**src/hw/rtl/c3f_pkg.sv**
```systemverilog
// shared types, constants and helpers of the 3x3 rgb convolution filter
package c3f_pkg;

  localparam int CH_W      = 8;
  localparam int NUM_CH    = 3;
  localparam int PIX_W     = NUM_CH * CH_W;
  localparam int KSIZE     = 3;
  localparam int TAPS      = KSIZE * KSIZE;
  localparam int DIM_W     = 12;
  localparam int CFG_W     = 24;
  localparam int CFG_IDX_W = 3;
  localparam int PROD_W    = 17;
  localparam int COLSUM_W  = PROD_W + 2;
  localparam int SUM_W     = COLSUM_W + 2;

  localparam logic [CFG_IDX_W-1:0] REG_WIDTH    = 3'd0;
  localparam logic [CFG_IDX_W-1:0] REG_HEIGHT   = 3'd1;
  localparam logic [CFG_IDX_W-1:0] REG_COEF_TOP = 3'd2;
  localparam logic [CFG_IDX_W-1:0] REG_COEF_MID = 3'd3;
  localparam logic [CFG_IDX_W-1:0] REG_COEF_BOT = 3'd4;

  localparam logic [DIM_W-1:0] WIDTH_RST  = 12'd640;
  localparam logic [DIM_W-1:0] HEIGHT_RST = 12'd480;
  localparam logic [DIM_W-1:0] ROW_LIMIT  = 12'd2048;
  localparam logic [DIM_W-1:0] ROW_SAT    = 12'd4095;

  localparam logic [CFG_W-1:0] COEF_TOP_RST = 24'h000000;
  localparam logic [CFG_W-1:0] COEF_MID_RST = 24'h000100;
  localparam logic [CFG_W-1:0] COEF_BOT_RST = 24'h000000;

  localparam logic signed [SUM_W-1:0] CHAN_MAX = 21'sd255;

  typedef logic [CH_W-1:0]  chan_t;
  typedef logic [PIX_W-1:0] pix_t;

  typedef struct packed {
    logic up;
    logic down;
    logic left;
    logic right;
  } tap_mask_t;

  function automatic chan_t clamp_chan(input logic signed [SUM_W-1:0] s);
    chan_t r;
    if (s < 0) begin
      r = '0;
    end else if (s > CHAN_MAX) begin
      r = '1;
    end else begin
      r = s[CH_W-1:0];
    end
    return r;
  endfunction

endpackage

```
**src/hw/rtl/c3f_lane.sv**
```systemverilog
// one channel lane: nine multiplies, column sums, total and clamp
module c3f_lane (
  input  logic                                       clk_i,
  input  logic                                       en_i,
  input  logic [c3f_pkg::TAPS-1:0][c3f_pkg::CH_W-1:0] pix_i,
  input  logic [c3f_pkg::TAPS-1:0][c3f_pkg::CH_W-1:0] coef_i,
  output c3f_pkg::chan_t                             chan_o
);

  logic signed [c3f_pkg::PROD_W-1:0]   prod_d   [c3f_pkg::TAPS];
  logic signed [c3f_pkg::PROD_W-1:0]   prod_q   [c3f_pkg::TAPS];
  logic signed [c3f_pkg::COLSUM_W-1:0] colsum_d [c3f_pkg::KSIZE];
  logic signed [c3f_pkg::COLSUM_W-1:0] colsum_q [c3f_pkg::KSIZE];
  logic signed [c3f_pkg::SUM_W-1:0]    total;

  always_comb begin
    logic signed [c3f_pkg::PROD_W-1:0] pa, ca;
    for (int t = 0; t < c3f_pkg::TAPS; t++) begin
      pa = $signed({{(c3f_pkg::PROD_W - c3f_pkg::CH_W){1'b0}}, pix_i[t]});
      ca = $signed({{(c3f_pkg::PROD_W - c3f_pkg::CH_W){coef_i[t][c3f_pkg::CH_W-1]}},
                    coef_i[t]});
      prod_d[t] = pa * ca;
    end
  end

  always_comb begin
    for (int a = 0; a < c3f_pkg::KSIZE; a++) begin
      colsum_d[a] = c3f_pkg::COLSUM_W'(prod_q[a * c3f_pkg::KSIZE])
                  + c3f_pkg::COLSUM_W'(prod_q[a * c3f_pkg::KSIZE + 1])
                  + c3f_pkg::COLSUM_W'(prod_q[a * c3f_pkg::KSIZE + 2]);
    end
  end

  always_ff @(posedge clk_i) begin
    if (en_i) begin
      prod_q   <= prod_d;
      colsum_q <= colsum_d;
    end
  end

  assign total = c3f_pkg::SUM_W'(colsum_q[0]) + c3f_pkg::SUM_W'(colsum_q[1])
               + c3f_pkg::SUM_W'(colsum_q[2]);

  assign chan_o = c3f_pkg::clamp_chan(total);

endmodule

```
**config.mk**
```make
export PLATFORM = sky130hd
export DESIGN_NAME = c3f_lane
export DESIGN_NICKNAME = d
export VERILOG_FILES = /design/src/hw/rtl/c3f_pkg.sv /design/src/hw/rtl/c3f_lane.sv
export SDC_FILE = /design/constraint.sdc
export NUM_CORES = 2
export LEC_CHECK = 0
export ABC_CLOCK_PERIOD_IN_PS = 12400
export BUFFER_PORTS_ARGS = -buffer_cell sky130_fd_sc_hd__buf_2
export CAP_MARGIN = 20
export CORE_ASPECT_RATIO = 1.25
export CORE_MARGIN = 2
export CORE_UTILIZATION = 31
export DETAILED_ROUTE_END_ITERATION = 7
export SLEW_MARGIN = 20
export SYNTH_ARGS = -nofsm -noshare
export SYNTH_HDL_FRONTEND = slang
export SYNTH_SLANG_ARGS = --single-unit
```
**constraint.sdc**
```tcl
create_clock -name clk_i -period 12.4 [get_ports clk_i]
set_input_delay 2.48 -clock clk_i [delete_from_list [all_inputs] [get_ports clk_i]]
set_output_delay 2.48 -clock clk_i [all_outputs]
set_load 0.05 [all_outputs]
```
==> key figures <==
Detailed routing
  • First DRT Iteration DRCs: 698
  • Routed via count: 20384
  • Routed len/inst: 14.33 µm
  • Post-Route WL: 64.27 mm
  • Vias per Instance: 4.545
  • DR pass1 iterations: 5
  • Routed Antenna Nets: 0
  • DRC Markers: 0

Clock network
  • Num Clock Sinks: 210
  • Post-CTS Setup Inserts: 0
  • Htree depth: 1
  • CTS Buf Count: 24
  • Clock Tree Root: clkbuf_16
  • Post-cts resize count: 0
  • Skew-Pair Late Insertion Delay: 540 ps
  • CTS clk-pin slew, worst paths: 60 ps
  • TritonCTS clock tree: built
  • Clock Path Buffers: 3
  • Cts-stage hold buffer count: 0

Timing
  • Clock skew: 19.25 ps
  • Max_slew headroom: 0.3185
  • Hold Slack: 747.0 ps
  • Fin. Hold Viols: 0
  • Setup_tns: 0 ps
  • Worst Slack Setup Final: 5519 ps
  • Tmin final: 6881 ps
  • # setup viols final: 0
  • Slew Limit Fails: 0
  • Unrepaired setup endpoints after global routing: false
  • Worst slew pin tran: 1022 ps
  • Fmax: 0.1453 GHz
  • Final period util: 0.5549

Placed design
  • Dpl hpwl: 54.43 mm
  • GPL Wtd Cong: 0.8288
  • Placed cell area: 32640 µm²
  • Placed cell count: 4446
  • Port Buf Inserts: 153
  • Place WS: 5542 ps

Critical path
  • Critical path class: reg -> out
  • CP Capture Type: output pin
  • Reg-to-Reg Start: prod_q[120]
  • Crit-path cells: fa_1 -> ha_1 -> fa_1 -> a211oi_1 -> nor2_1 -> a21oi_2 -> o21ai_1 -> and3_1 -> nor4b_1 -> nor3_4 -> a21oi_1 -> buf_2
  • Worst path max stage delay: 490 ps
  • CP startpoint kind: flop
  • R2R Setup Slk: 8910 ps
  • CP delay by family, top: adder cells
  • Beginning of the critical path: colsum_q[39]
  • CP max-delay cell: edfxtp_1
  • Worst-path fanout max: 8
  • CP Depth: 12
  • CP required: 9920 ps
  • Register-to-Register Path Depth: 12
  • Crit path DAT: 4400 ps
  • Crit Reg-Reg Endpoint: colsum_q[55]
  • Buf+Inv Stages, Crit Path: 1
  • Most frequent CP cell: fa_1
  • Crit path to: chan_o[2]

Die
  • Chip height: 353.3 µm
  • Initial core utilization: 0.3118
  • # IOs: 154
  • Die Area: 100100 µm²
  • # rows: 128
  • Total core area: 97050 µm²
  • Chip Width: 283.4 µm

Global routing
  • Overall Global Routing Usage: 0.1340
  • Gr ovfl total: 0
  • Pin count of the biggest net entering global routing: 80
  • Initial antenna violation count: 0
  • Vias in the first global route: 21828
  • First-pass GRT wire length: 110.2 mm

Layout
  • Final cell count without fillers: 4485
  • Design Area, Final: 33420 µm²
  • Final net count: 4182
  • Layout cells sized above 1: 0.06813
  • Area growth syn-to-layout: 10.46%
  • # diodes: 0

Synth
  • Synthesized area: 30260 µm²
  • Main synth FF type: edfxtp_1
  • Share of flip-flops with an asynchronous set or reset: 0
  • Post-synthesis sequential area ratio: 0.2084
  • Post-synth EDFFs: 210
  • Synth cell types: 64
  • Syn avg cell area: 10.09 µm²
  • Synth Register Bits: 210
  • Syn. warnings: 0
  • Post-Synthesis Net Count: 4009
  • Syn Inst Count: 2999

Power and ir drop
  • Max IR drop VDD: 176.7 µV
  • Pwr Density: 264.6 nW/µm²
  • LEAKAGE: 0.01593 µW

Run
  • Max Cap Viol: 0

Worst hold path
  • Hold crit path type: reg -> reg

Outcome
  • Outcome: finished, final reports clean
[worst min-delay path, delay by kind of cell, from the launching register on]
family / cells / cell delay, ps
adders and majority gates: 2 / 300
DFF: 1 / 350
[where the power goes]
| group | switching (µW) | internal (µW) | total (µW) |
|---|---|---|---|
| logic | 3740 | 2760 | 6490 |
| registers | 229 | 1400 | 1630 |
| clock network | 286 | 435 | 721 |
| total | 4250 | 4590 | 8840 |
[layout make-up]
cell class / instances / area, µm²
Clock buffer: 27 / 611.8
Clock inverter: 12 / 173.9
Fill cell: 10007 / 63630
Inverter: 547 / 2053
Multi-Input combinational cell: 2234 / 21860
Sequential cell: 210 / 6306
Tap cell: 1300 / 1627
Timing Repair Buffer: 155 / 789.5
[worst min path at each step]
stage	from	cells after the start	endpoint	slack (ps)
global route	prod_q[69]	2	colsum_q[20]	780
floorplan	prod_q[35]	2	colsum_q[1]	680
global placement	prod_q[69]	2	colsum_q[20]	740
detailed placement	prod_q[69]	2	colsum_q[20]	740
finish	prod_q[69]	2	colsum_q[20]	750
CTS	prod_q[69]	2	colsum_q[20]	760
[cell families (layout without fill, tap and decap cells)]
group           count (synthesis)  in the layout  synth area share
compound gates                325            325           0.07096
xor+xnor                      152            152           0.04400
fa+ha+maj                     864            864            0.4583
buf+inv                       555            741           0.06910
flops                         210            210            0.2084
mux                             3              3         0.0009925
simple gates                  890            890            0.1483
[flip-flops by register name, indices dropped and copies added (netlist names)]
signal,flops
prod_q,153
colsum_q,57
[metrics by stage]
step | util | power (µW)
6_report | 0.3444 | 8843
5_1_grt | 0.3444 | 9882
4_1_cts | 0.3444 | 8992
3_5_place_dp | 0.3363 | 8190
3_3_place_gp | 0.3363 | 8169
2_1_floorplan | - | 6623
[cells in the final DEF (no fill, tap or decap), drive strengths merged, types with 10 or more instances in the layout]
master / n
inv: 547
ha: 457
fa: 407
nand2: 305
and2: 266
edfxtp: 210
buf: 154
xnor2: 121
a21oi: 112
nor2: 104
nand2b: 71
o21ai: 49
nor3: 42
a21o: 36
xor2: 31
nand3: 30
clkbuf: 28
nor2b: 27
o21a: 21
o211ai: 12
a211oi: 12
a31o: 12
o21bai: 11
or3: 11
or2: 11
a41oi: 10
[Yosys cell counts (4+ instances only)]
cell type	count	area, µm²
o2111ai_1	4	35.03
o21a_1	21	157.7
a31oi_1	7	43.79
nor2b_1	27	168.9
o31ai_1	6	45.04
ha_1	457	5718
a21oi_1	110	550.5
edfxtp_1	210	6306
fa_1	407	8148
buf_2	5	25.02
nor3_1	41	205.2
o211ai_1	12	90.09
a41oi_1	10	87.58
o41ai_1	5	43.79
a211oi_1	11	82.58
nor2_1	104	390.4
or3_1	11	68.82
o22ai_1	4	25.02
and3_1	9	56.30
nand3_1	30	150.1
a41o_1	4	40.04
nand2_1	305	1145
or2_2	10	62.56
a31o_2	9	78.83
inv_1	547	2053
nand2b_1	71	444.2
o21ai_1	13	65.06
and2_1	266	1664
o21ai_0	36	180.2
a21o_1	36	270.3
o21bai_1	11	82.58
xnor2_1	121	1060
xor2_1	31	271.5
[routing by layer]
layer / part of all wire / track usage / vias up / wire length, µm
met2: 0.52 / 0.2484 / 232 / 33560
met4: 0.018 / 0.02677 / 0 / 1141
li1: - / - / 10073 / -
met1: 0.44 / 0.1685 / 10020 / 28050
met5: 0 / 0 / - / 0
met3: 0.024 / 0.01266 / 59 / 1525
Note: power is estimated with default switching activity, not from simulation.
